**config.mk**
```make
export PLATFORM = sky130hd
export DESIGN_NAME = esc_state
export DESIGN_NICKNAME = d
export VERILOG_FILES = /design/src/sv/esc_pkg.sv /design/src/sv/esc_classify.sv /design/src/sv/esc_state.sv
export SDC_FILE = /design/constraint.sdc
export NUM_CORES = 1
export LEC_CHECK = 0
export BUFFER_PORTS_ARGS = -buffer_cell sky130_fd_sc_hd__buf_2
export CAP_MARGIN = 10
export CORE_UTILIZATION = 40
export DETAILED_ROUTE_END_ITERATION = 8
export GPL_ROUTABILITY_DRIVEN = 0
export GPL_TIMING_DRIVEN = 1
export SYNTH_ARGS = -nofsm -noshare
export SYNTH_HDL_FRONTEND = slang
export SYNTH_SLANG_ARGS = --single-unit
```
**constraint.sdc**
```tcl
create_clock -name clk -period 5.6 [get_ports clk]
set_input_delay 0 -clock clk [delete_from_list [all_inputs] [get_ports clk]]
set_output_delay 0 -clock clk [all_outputs]
set_load 0.01 [all_outputs]
```
**src/sv/esc_pkg.sv**
```systemverilog
`timescale 1ns / 1ps

package esc_pkg;

  // Default length limit of an expression, in characters.
  localparam int MAX_LENGTH_DEF = 255;

  // Number of known function names.
  localparam int NUM_FUNCS = 9;

  // Character codes that the pair rules refer to.
  localparam logic [7:0] CH_LPAREN = 8'h28;
  localparam logic [7:0] CH_RPAREN = 8'h29;
  localparam logic [7:0] CH_DOT    = 8'h2E;
  localparam logic [7:0] CH_X      = 8'h78;

  // Classification of one character.
  typedef struct packed {
    logic alpha;    // member of the expression alphabet
    logic letter;   // may appear in a function name
    logic fstart;   // first letter of some function name (c s t a l)
    logic op;       // binary operator
    logic digit;
    logic dot;
    logic lparen;
    logic rparen;
    logic var_x;
  } char_class_t;

  // Function names, packed one byte per letter with the first letter highest.
  localparam logic [31:0] FUNC_RUN [NUM_FUNCS] = '{
    32'h00636F73, 32'h0073696E, 32'h0074616E,
    32'h61636F73, 32'h6173696E, 32'h6174616E,
    32'h73717274, 32'h00006C6E, 32'h006C6F67
  };
  localparam logic [2:0] FUNC_LEN [NUM_FUNCS] = '{
    3'd3, 3'd3, 3'd3, 3'd4, 3'd4, 3'd4, 3'd4, 3'd2, 3'd3
  };

  // True when a letter run names one of the known functions.
  function automatic logic func_known(input logic [31:0] run, input logic [2:0] len);
    logic hit;
    hit = 1'b0;
    for (int f = 0; f < NUM_FUNCS; f++) begin
      if (run == FUNC_RUN[f] && len == FUNC_LEN[f]) begin
        hit = 1'b1;
      end
    end
    return hit;
  endfunction

endpackage

```
**src/sv/esc_classify.sv**
```systemverilog
`timescale 1ns / 1ps

module esc_classify (
  input  logic [7:0]                ch,
  output esc_pkg::char_class_t      cls
);
  import esc_pkg::*;

  logic is_letter;
  logic is_op;
  logic is_dec;

  // Letters that can occur in function names.
  always_comb begin
    unique case (ch)
      8'h61, 8'h63, 8'h67, 8'h69, 8'h6C, 8'h6E,
      8'h6F, 8'h71, 8'h72, 8'h73, 8'h74: is_letter = 1'b1;
      default:                            is_letter = 1'b0;
    endcase
  end

  // Binary operators + - * / ^ %.
  always_comb begin
    unique case (ch)
      8'h2B, 8'h2D, 8'h2A, 8'h2F, 8'h5E, 8'h25: is_op = 1'b1;
      default:                                  is_op = 1'b0;
    endcase
  end

  assign is_dec = (ch >= 8'h30) && (ch <= 8'h39);

  // Collect the class bits.
  always_comb begin
    cls.letter = is_letter;
    cls.op     = is_op;
    cls.digit  = is_dec;
    cls.dot    = (ch == CH_DOT);
    cls.lparen = (ch == CH_LPAREN);
    cls.rparen = (ch == CH_RPAREN);
    cls.var_x  = (ch == CH_X);
    cls.fstart = (ch == 8'h63) || (ch == 8'h73) || (ch == 8'h74) ||
                 (ch == 8'h61) || (ch == 8'h6C);
    cls.alpha  = is_letter || is_op || is_dec || (ch == CH_DOT) ||
                 (ch == CH_LPAREN) || (ch == CH_RPAREN) || (ch == CH_X) ||
                 (ch == 8'h20) || (ch == 8'h7E);
  end

endmodule

```
**src/sv/esc_state.sv**
```systemverilog
`timescale 1ns / 1ps

module esc_state #(
  parameter int MAX_LENGTH = esc_pkg::MAX_LENGTH_DEF
) (
  input  logic       clk,
  input  logic       rst_n,
  input  logic       step,
  input  logic [7:0] ch,
  input  logic       last,
  output logic       verdict
);
  import esc_pkg::*;

  localparam int LenW = $clog2(MAX_LENGTH + 2);
  localparam logic [LenW-1:0] LenMax = LenW'(MAX_LENGTH);

  char_class_t     c;
  char_class_t     p_r, p_nxt;
  logic            have_p_r, have_p_nxt;
  logic [LenW-1:0] len_r, len_nxt;
  logic [9:0]      brace_r, brace_nxt;
  logic [1:0]      dot_r, dot_nxt;
  logic [31:0]     run_r, run_nxt;
  logic [2:0]      run_len_r, run_len_nxt;
  logic            err_r, err_nxt;
  logic            pair_err;
  logic            dot_err;
  logic            name_err;
  logic            final_err;
  logic            step_err;

  esc_classify u_classify (
    .ch  (ch),
    .cls (c)
  );

  // Pair rules between the previous and the current character.
  always_comb begin
    pair_err = 1'b0;
    if (have_p_r) begin
      if (c.lparen && (p_r.dot || p_r.rparen || p_r.digit || p_r.var_x)) pair_err = 1'b1;
      if (p_r.lparen && (c.dot || c.rparen || c.op)) pair_err = 1'b1;
      if (c.rparen && (p_r.dot || p_r.lparen || p_r.op)) pair_err = 1'b1;
      if (p_r.rparen && (c.dot || c.lparen || c.digit || c.var_x || c.fstart)) begin
        pair_err = 1'b1;
      end
      if (p_r.op && (c.op || c.rparen)) pair_err = 1'b1;
      if (c.digit && (p_r.rparen || p_r.var_x)) pair_err = 1'b1;
      if (p_r.digit && (c.lparen || c.var_x || c.fstart)) pair_err = 1'b1;
      if (c.var_x && (p_r.var_x || p_r.rparen || p_r.digit)) pair_err = 1'b1;
      if (p_r.var_x && (c.lparen || c.digit || c.fstart)) pair_err = 1'b1;
    end
  end

  // Counters, dot tracking and the letter run.
  always_comb begin
    len_nxt = (len_r <= LenMax) ? len_r + 1'b1 : len_r;

    brace_nxt = brace_r;
    if (c.lparen) begin
      brace_nxt = brace_r + 10'd1;
    end else if (c.rparen) begin
      brace_nxt = brace_r - 10'd1;
    end

    dot_err = 1'b0;
    dot_nxt = dot_r;
    if (c.dot) begin
      dot_nxt = (dot_r < 2'd2) ? dot_r + 2'd1 : dot_r;
      dot_err = (dot_r != 2'd0);
    end else if (!c.digit) begin
      dot_nxt = 2'd0;
    end

    name_err    = 1'b0;
    run_nxt     = run_r;
    run_len_nxt = run_len_r;
    if (c.letter) begin
      if (run_len_r < 3'd4) begin
        run_nxt     = {run_r[23:0], ch};
        run_len_nxt = run_len_r + 3'd1;
      end else begin
        run_len_nxt = 3'd5;
      end
    end else begin
      name_err    = (run_len_r != 3'd0) && (!c.lparen || !func_known(run_r, run_len_r));
      run_nxt     = '0;
      run_len_nxt = 3'd0;
    end

    step_err  = err_r || !c.alpha || pair_err || dot_err || name_err;
    final_err = (brace_nxt != 10'd0) || (run_len_nxt != 3'd0) || (len_nxt > LenMax);
    verdict   = !(step_err || final_err);
    err_nxt   = step_err;
    p_nxt      = c;
    have_p_nxt = 1'b1;
  end

  // State update; a verdict returns everything to the reset value.
  always_ff @(posedge clk) begin
    if (!rst_n || (step && last)) begin
      have_p_r  <= 1'b0;
      len_r     <= '0;
      brace_r   <= '0;
      dot_r     <= '0;
      run_r     <= '0;
      run_len_r <= '0;
      err_r     <= 1'b0;
      p_r       <= '0;
    end else if (step) begin
      have_p_r  <= have_p_nxt;
      len_r     <= len_nxt;
      brace_r   <= brace_nxt;
      dot_r     <= dot_nxt;
      run_r     <= run_nxt;
      run_len_r <= run_len_nxt;
      err_r     <= err_nxt;
      p_r       <= p_nxt;
    end
  end

  // The last character of an expression leaves a fresh state behind.
  a_clear_after_last: assert property (@(posedge clk) disable iff (!rst_n)
    step && last |=> !have_p_r && len_r == '0 && !err_r && run_len_r == 3'd0)
    else $error("state not cleared after verdict");

  // A recorded error forces an invalid verdict.
  a_err_sticky: assert property (@(posedge clk) disable iff (!rst_n)
    err_r |-> !verdict)
    else $error("error lost before verdict");

  // The length counter never passes its saturation point.
  a_len_sat: assert property (@(posedge clk) disable iff (!rst_n)
    step && !last && len_r > LenMax |=> len_r == $past(len_r))
    else $error("length counter moved past saturation");

endmodule

```
* Word-level counts from Yosys, hierarchy flattened
Cells that the tools add are included.
Word-level totals: flip-flop bits (word level) 64, input port bits 12, output and inout bits 1, word-level logic and storage cells 169
Operators by class: add/sub/neg operators 5, order comparisons 6, equality and inequality tests 38, muxes and demuxes 34, reductions and logical operators 73
Operators by type and width (count):
- equality test 32 x 23 -> 1 bit, second input constant | 4
- equality test 32 x 31 -> 1 bit, second input constant | 4
- equality test 8 x 7 -> 1 bit, second input constant | 14
- equality test 8 x 6 -> 1 bit, second input constant | 9
- two-way mux 32 bit | 2
- logical OR 1 bit | 39
- equality test 32 x 15 -> 1 bit, second input constant | 1
- two-way mux 1 bit | 24
- logical AND 1 bit | 21
- two-way mux 10 bit | 2
- OR reduction 11 bit | 1
- adder 10 x 1 -> 10 bit, second input constant | 1
- nonzero test 10 bit | 1
- subtractor 10 x 1 -> 10 bit, second input constant | 1
- adder 9 x 1 -> 9 bit, second input constant | 1
- > comparator 9 x 8 -> 1 bit, second input constant | 1
- less-or-equal comparator 9 x 8 -> 1 bit, second input constant | 1
- two-way mux 9 bit | 1
- greater-or-equal comparator 8 x 6 -> 1 bit, second input constant | 1
- less-or-equal comparator 8 x 6 -> 1 bit, second input constant | 1
- equality test 3 x 2 -> 1 bit, second input constant | 2
- two-way mux 2 bit | 3
- two-way mux 3 bit | 2
- nonzero test 3 bit | 2
- other kinds (12) | 17

* Logic depth before layout (Yosys ltp)
word-level depth 19, depth in mapped cells 9, gate-level depth less buffers 9

* Modules after synthesis
A second synthesis with hierarchy kept.
Unflattened totals: cells, all modules 452, area, all modules 3613.5 um^2
Modules (own cells, without submodules):
- esc_state | instances 1, cells each 407, area each 3274.4 um^2, sequential area each 1281.2 um^2
- esc_classify | instances 1, cells each 45, area each 339.1 um^2, sequential area each 0.0 um^2

* Least setup slack after synthesis
No wires, ideal clock.
path type register to output, start point reg run_r[2], end point out verdict, arrival time 1.911 ns, required time 5.600 ns, path slack 3.689 ns, cell stages (with the launch flop) 8, buffers on the path 0, cells stage by stage dfxtp_1 or4bb_1 nor4_1 nand4_1 a21oi_1 nor3_1 a211oi_1 and4_1
Between the ends: longest elaborated chain between the ends 19, elaborated cells between the ends (all ways) 35, classes of those cells eq/ne: 9; mux: 11; reduce/logical: 15
Ends and longest elaborated chain:
- from (decl) | RTL line esc_state.sv:24 | logic [31:0] run_r, run_nxt;
- from (signal assigned) | RTL line esc_state.sv:116 | run_r <= run_nxt;
- equality test 32 x 23 -> 1 bit | RTL line esc_pkg.sv:45 | if (run == FUNC_RUN[f] && len == FUNC_LEN[f]) begin
- logical AND 1 bit | RTL line esc_pkg.sv:45
- two-way mux 1 bit (8 in series) | RTL line esc_pkg.sv:45
- two-way mux 1 bit (*) | RTL line esc_pkg.sv:45
- two-way mux 1 bit (*) | RTL line esc_state.sv:79 | if (c.letter) begin
- logical NOT 1 bit (*) | RTL line esc_state.sv:87 | name_err = (run_len_r != 3'd0) && (!c.lparen || !func_known(run_r, run_len_r));
- logical OR 1 bit (*) | RTL line esc_state.sv:87
- logical AND 1 bit (*) | RTL line esc_state.sv:87
- two-way mux 1 bit (*) | RTL line esc_state.sv:79
- logical OR 1 bit (*) | RTL line esc_state.sv:92 | step_err = err_r || !c.alpha || pair_err || dot_err || name_err;
- logical OR 1 bit (*) | RTL line esc_state.sv:94 | verdict = !(step_err || final_err);
- logical NOT 1 bit (*) | RTL line esc_state.sv:94
- to (decl) | RTL line esc_state.sv:11 | output logic verdict
Mark *: on every way between the ends. The rest lies on a longest branch, timed or not. The select of a mux whose other input is x is not followed.

* Worst setup path after layout
Ends and elaborated chain as after synthesis.

==> flow_summary.ini <==
[status]
status = finished, final reports clean

[detailed_routing]
drt-initial-drc-count = 168
vias = 3181
wl_mm = 8.15
dr.pass1.iters = 5
antenna_left = 0
drc = 0
routed_via_density = 5.79
routedWlPerCell_um = 14.9

[clock_tree]
post_cts_buffers = 0
post_cts_resized = 0
clkSinkCount = 64
path_clk_slew_ps = 80
cts_root_buffer = clkbuf_8
clock_latency_ps = 340
ctsHoldBuffers = 1
cts_made_buffers = 9
cts_tree = done
cts_buffer_depth = 2
cts_max_level = 3

[global_routing]
antenna_found_initial = 0
overflow = 0
grt_max_degree = 64
grt_util_all_layers_pct = 17.9
grt_pass1_wl_mm = 14.0
grt_pass1_vias = 2915

[worst_setup_path]
rr_startpoint = run_r[2]
crit_type = reg -> out
worstPathArrival_ps = 2730
required_ps = 5600
critPathLaunchType = register
r2r-end = err_r
critPathMaxFanout = 6
r2r_slack_ps = 3300
end_kind = output pin
ff2ff_path_depth = 7

[synthesis]
synth_fp_nets = 459
synthCells = 440
yosysTopAreaCell = dfxtp_1
ys_async_sr_fraction_pct = 0
synth-seq-cells = 64
ys_types = 70
ys_warn_count = 0
yosysTopAreaCellShare_pct = 35.3
synth_edf_count = 0
ys_seq_area_share_pct = 35.3
avgSynthCellArea_um2 = 8.25
ys_top_cells_by_count = nor2_1 (81), dfxtp_1 (64), a22oi_1 (30), nand2_1 (30), a21oi_1 (24)
netlist_area_um2 = 3630
yosysMostFrequentCell = nor2_1
yosys-top-cells-area = dfxtp_1 (35%), nor2_1 (8.4%), a22oi_1 (6.2%), a21oi_1 (3.3%), nand2_1 (3.1%)
synth_flop_cell = dfxtp_1

[min_path]
hold_depth = 3
hold_path.startpoint = last
hold_class = in -> reg
whs_endpoint = run_r[7]

[cells_and_area]
drive_gt1_share_pct = 11.6
seqCellArea_um2 = 1280
syn_to_final_growth_pct = 8.17
fin_nets = 455
n_fill_cell = 872
multiInputGateArea_um2 = 2160
n_antenna_cell = 0

[floorplan]
core_um2 = 8760
dieArea_um2 = 9460
rows = 34
start_util_pct = 41.4
die-height_um = 97.2
io_pins = 13
die_w_um = 97.2

[power]
leakage_nw = 1.32
irDropWorstVdd_uv = 90.0
power_density_nw_per_um2 = 240
power_w = 0.000940

[sta]
period_share_pct = 48.8
clock_skew_ps = 14.0
slew_headroom_pct = 20.9
setup_viol_count_final = 0
post-route-min-period_ps = 2730
max_freq_ghz = 0.366
finalSetupTns_ps = 0
tightest_slew_ps = 1180
rsz0062_at_grt = no
hold_violations = 0
slew_viol_final = 0

[place]
portBuffers = 12
dp_hpwl_mm = 5.45

[job]
maxCapViolCount = 0
[layout by cell type, fill, tap and decap left out, drive strengths merged, types with 3 or more instances in the layout]
cell type and count:
and4b 3, clkbuf 11, a211oi 3, nand2 31, inv 14, o31ai 5, nand2b 4, xnor2 8
nand3b 4, nor4bb 3, nor4 5, nor4b 4, nor3 14, mux2i 3, and4 3, a22oi 30
nand3 10, nor2 81, and3 5, nor3b 4, a311oi 3, ha 7, or4 3, or3 4
o21ai 13, o211ai 4, xor2 11, dfxtp 64, nand4b 4, nor2b 3, a21oi 24, nand4 10
buf 14
[through the flow]
step / hold WS [ps] / area (um2) / setup WS [ps] / instances / utilization [%]
global route: 30.3 / 3930 / 2680 / 549 / 44.8
CTS: 21.5 / 3930 / 2870 / 549 / 44.8
finish: 33.8 / 3930 / 2870 / 549 / 44.8
global placement: 301 / 3700 / 3250 / 532 / 42.2
detailed placement: 300 / 3700 / 3230 / 532 / 42.2
floorplan: 182 / 3630 / 3690 / 440 / -
[cells by family (layout without fill, tap and decap cells)]
family / count (synthesis) / count (layout) / share of synthesized area, %
and+or+nand+nor: 204 / 204 / 31.2
muxes: 3 / 3 / 0.828
xor gates and xnor gates: 19 / 19 / 4.59
AOI/OAI and AO/OA: 100 / 100 / 20.1
adders and majority gates: 7 / 7 / 2.41
buffers and inverters: 43 / 44 / 5.48
DFF: 64 / 64 / 35.3
[registers in the layout, indices dropped and copies added (netlist names)]
name	count
len_r	9
run_r	32
have_p_r	1
p_r	6
brace_r	10
dot_r	2
run_len_r	3
err_r	1
[metal layers]
metal	global-route usage, %	vias to the layer above	wire [um]
met5	0	-	0
met3	2.66	15	254
met1	25.9	1509	4120
met2	26.5	62	3640
met4	7.24	0	136
li1	-	1595	-
[area by class of cell]
cell class	count	area share [%]
repair buffers	15	2.17
clock inverters	5	1.59
inverters	13	1.24
well taps	108	3.44
clock buffers	11	3.86
multi-input cells	333	55.1
flip-flops and latches	64	32.6
[report_power, final]
group	switching (W)	internal [W]
logic	0.0000452	0.0000191
clock network	0.000184	0.000232
registers	0.00000243	0.000458
[critical path, cell delays in order (launching register included)]
cell and delay (ps):
dfxtp_1 400, or4bb_1 510, nor4_1 390, nand4_1 140, a21oi_1 190, nor3_1 80, a211oi_1 300, and4_1 250
buf_2 130
[worst max path at each step]
stage                  start        end
global placement    run_r[2]    verdict
CTS                 run_r[2]    verdict
finish              run_r[2]    verdict
detailed placement      step  run_r[19]
floorplan           run_r[2]    verdict
global route        run_r[2]    verdict
(Power assumes the default switching activity.)
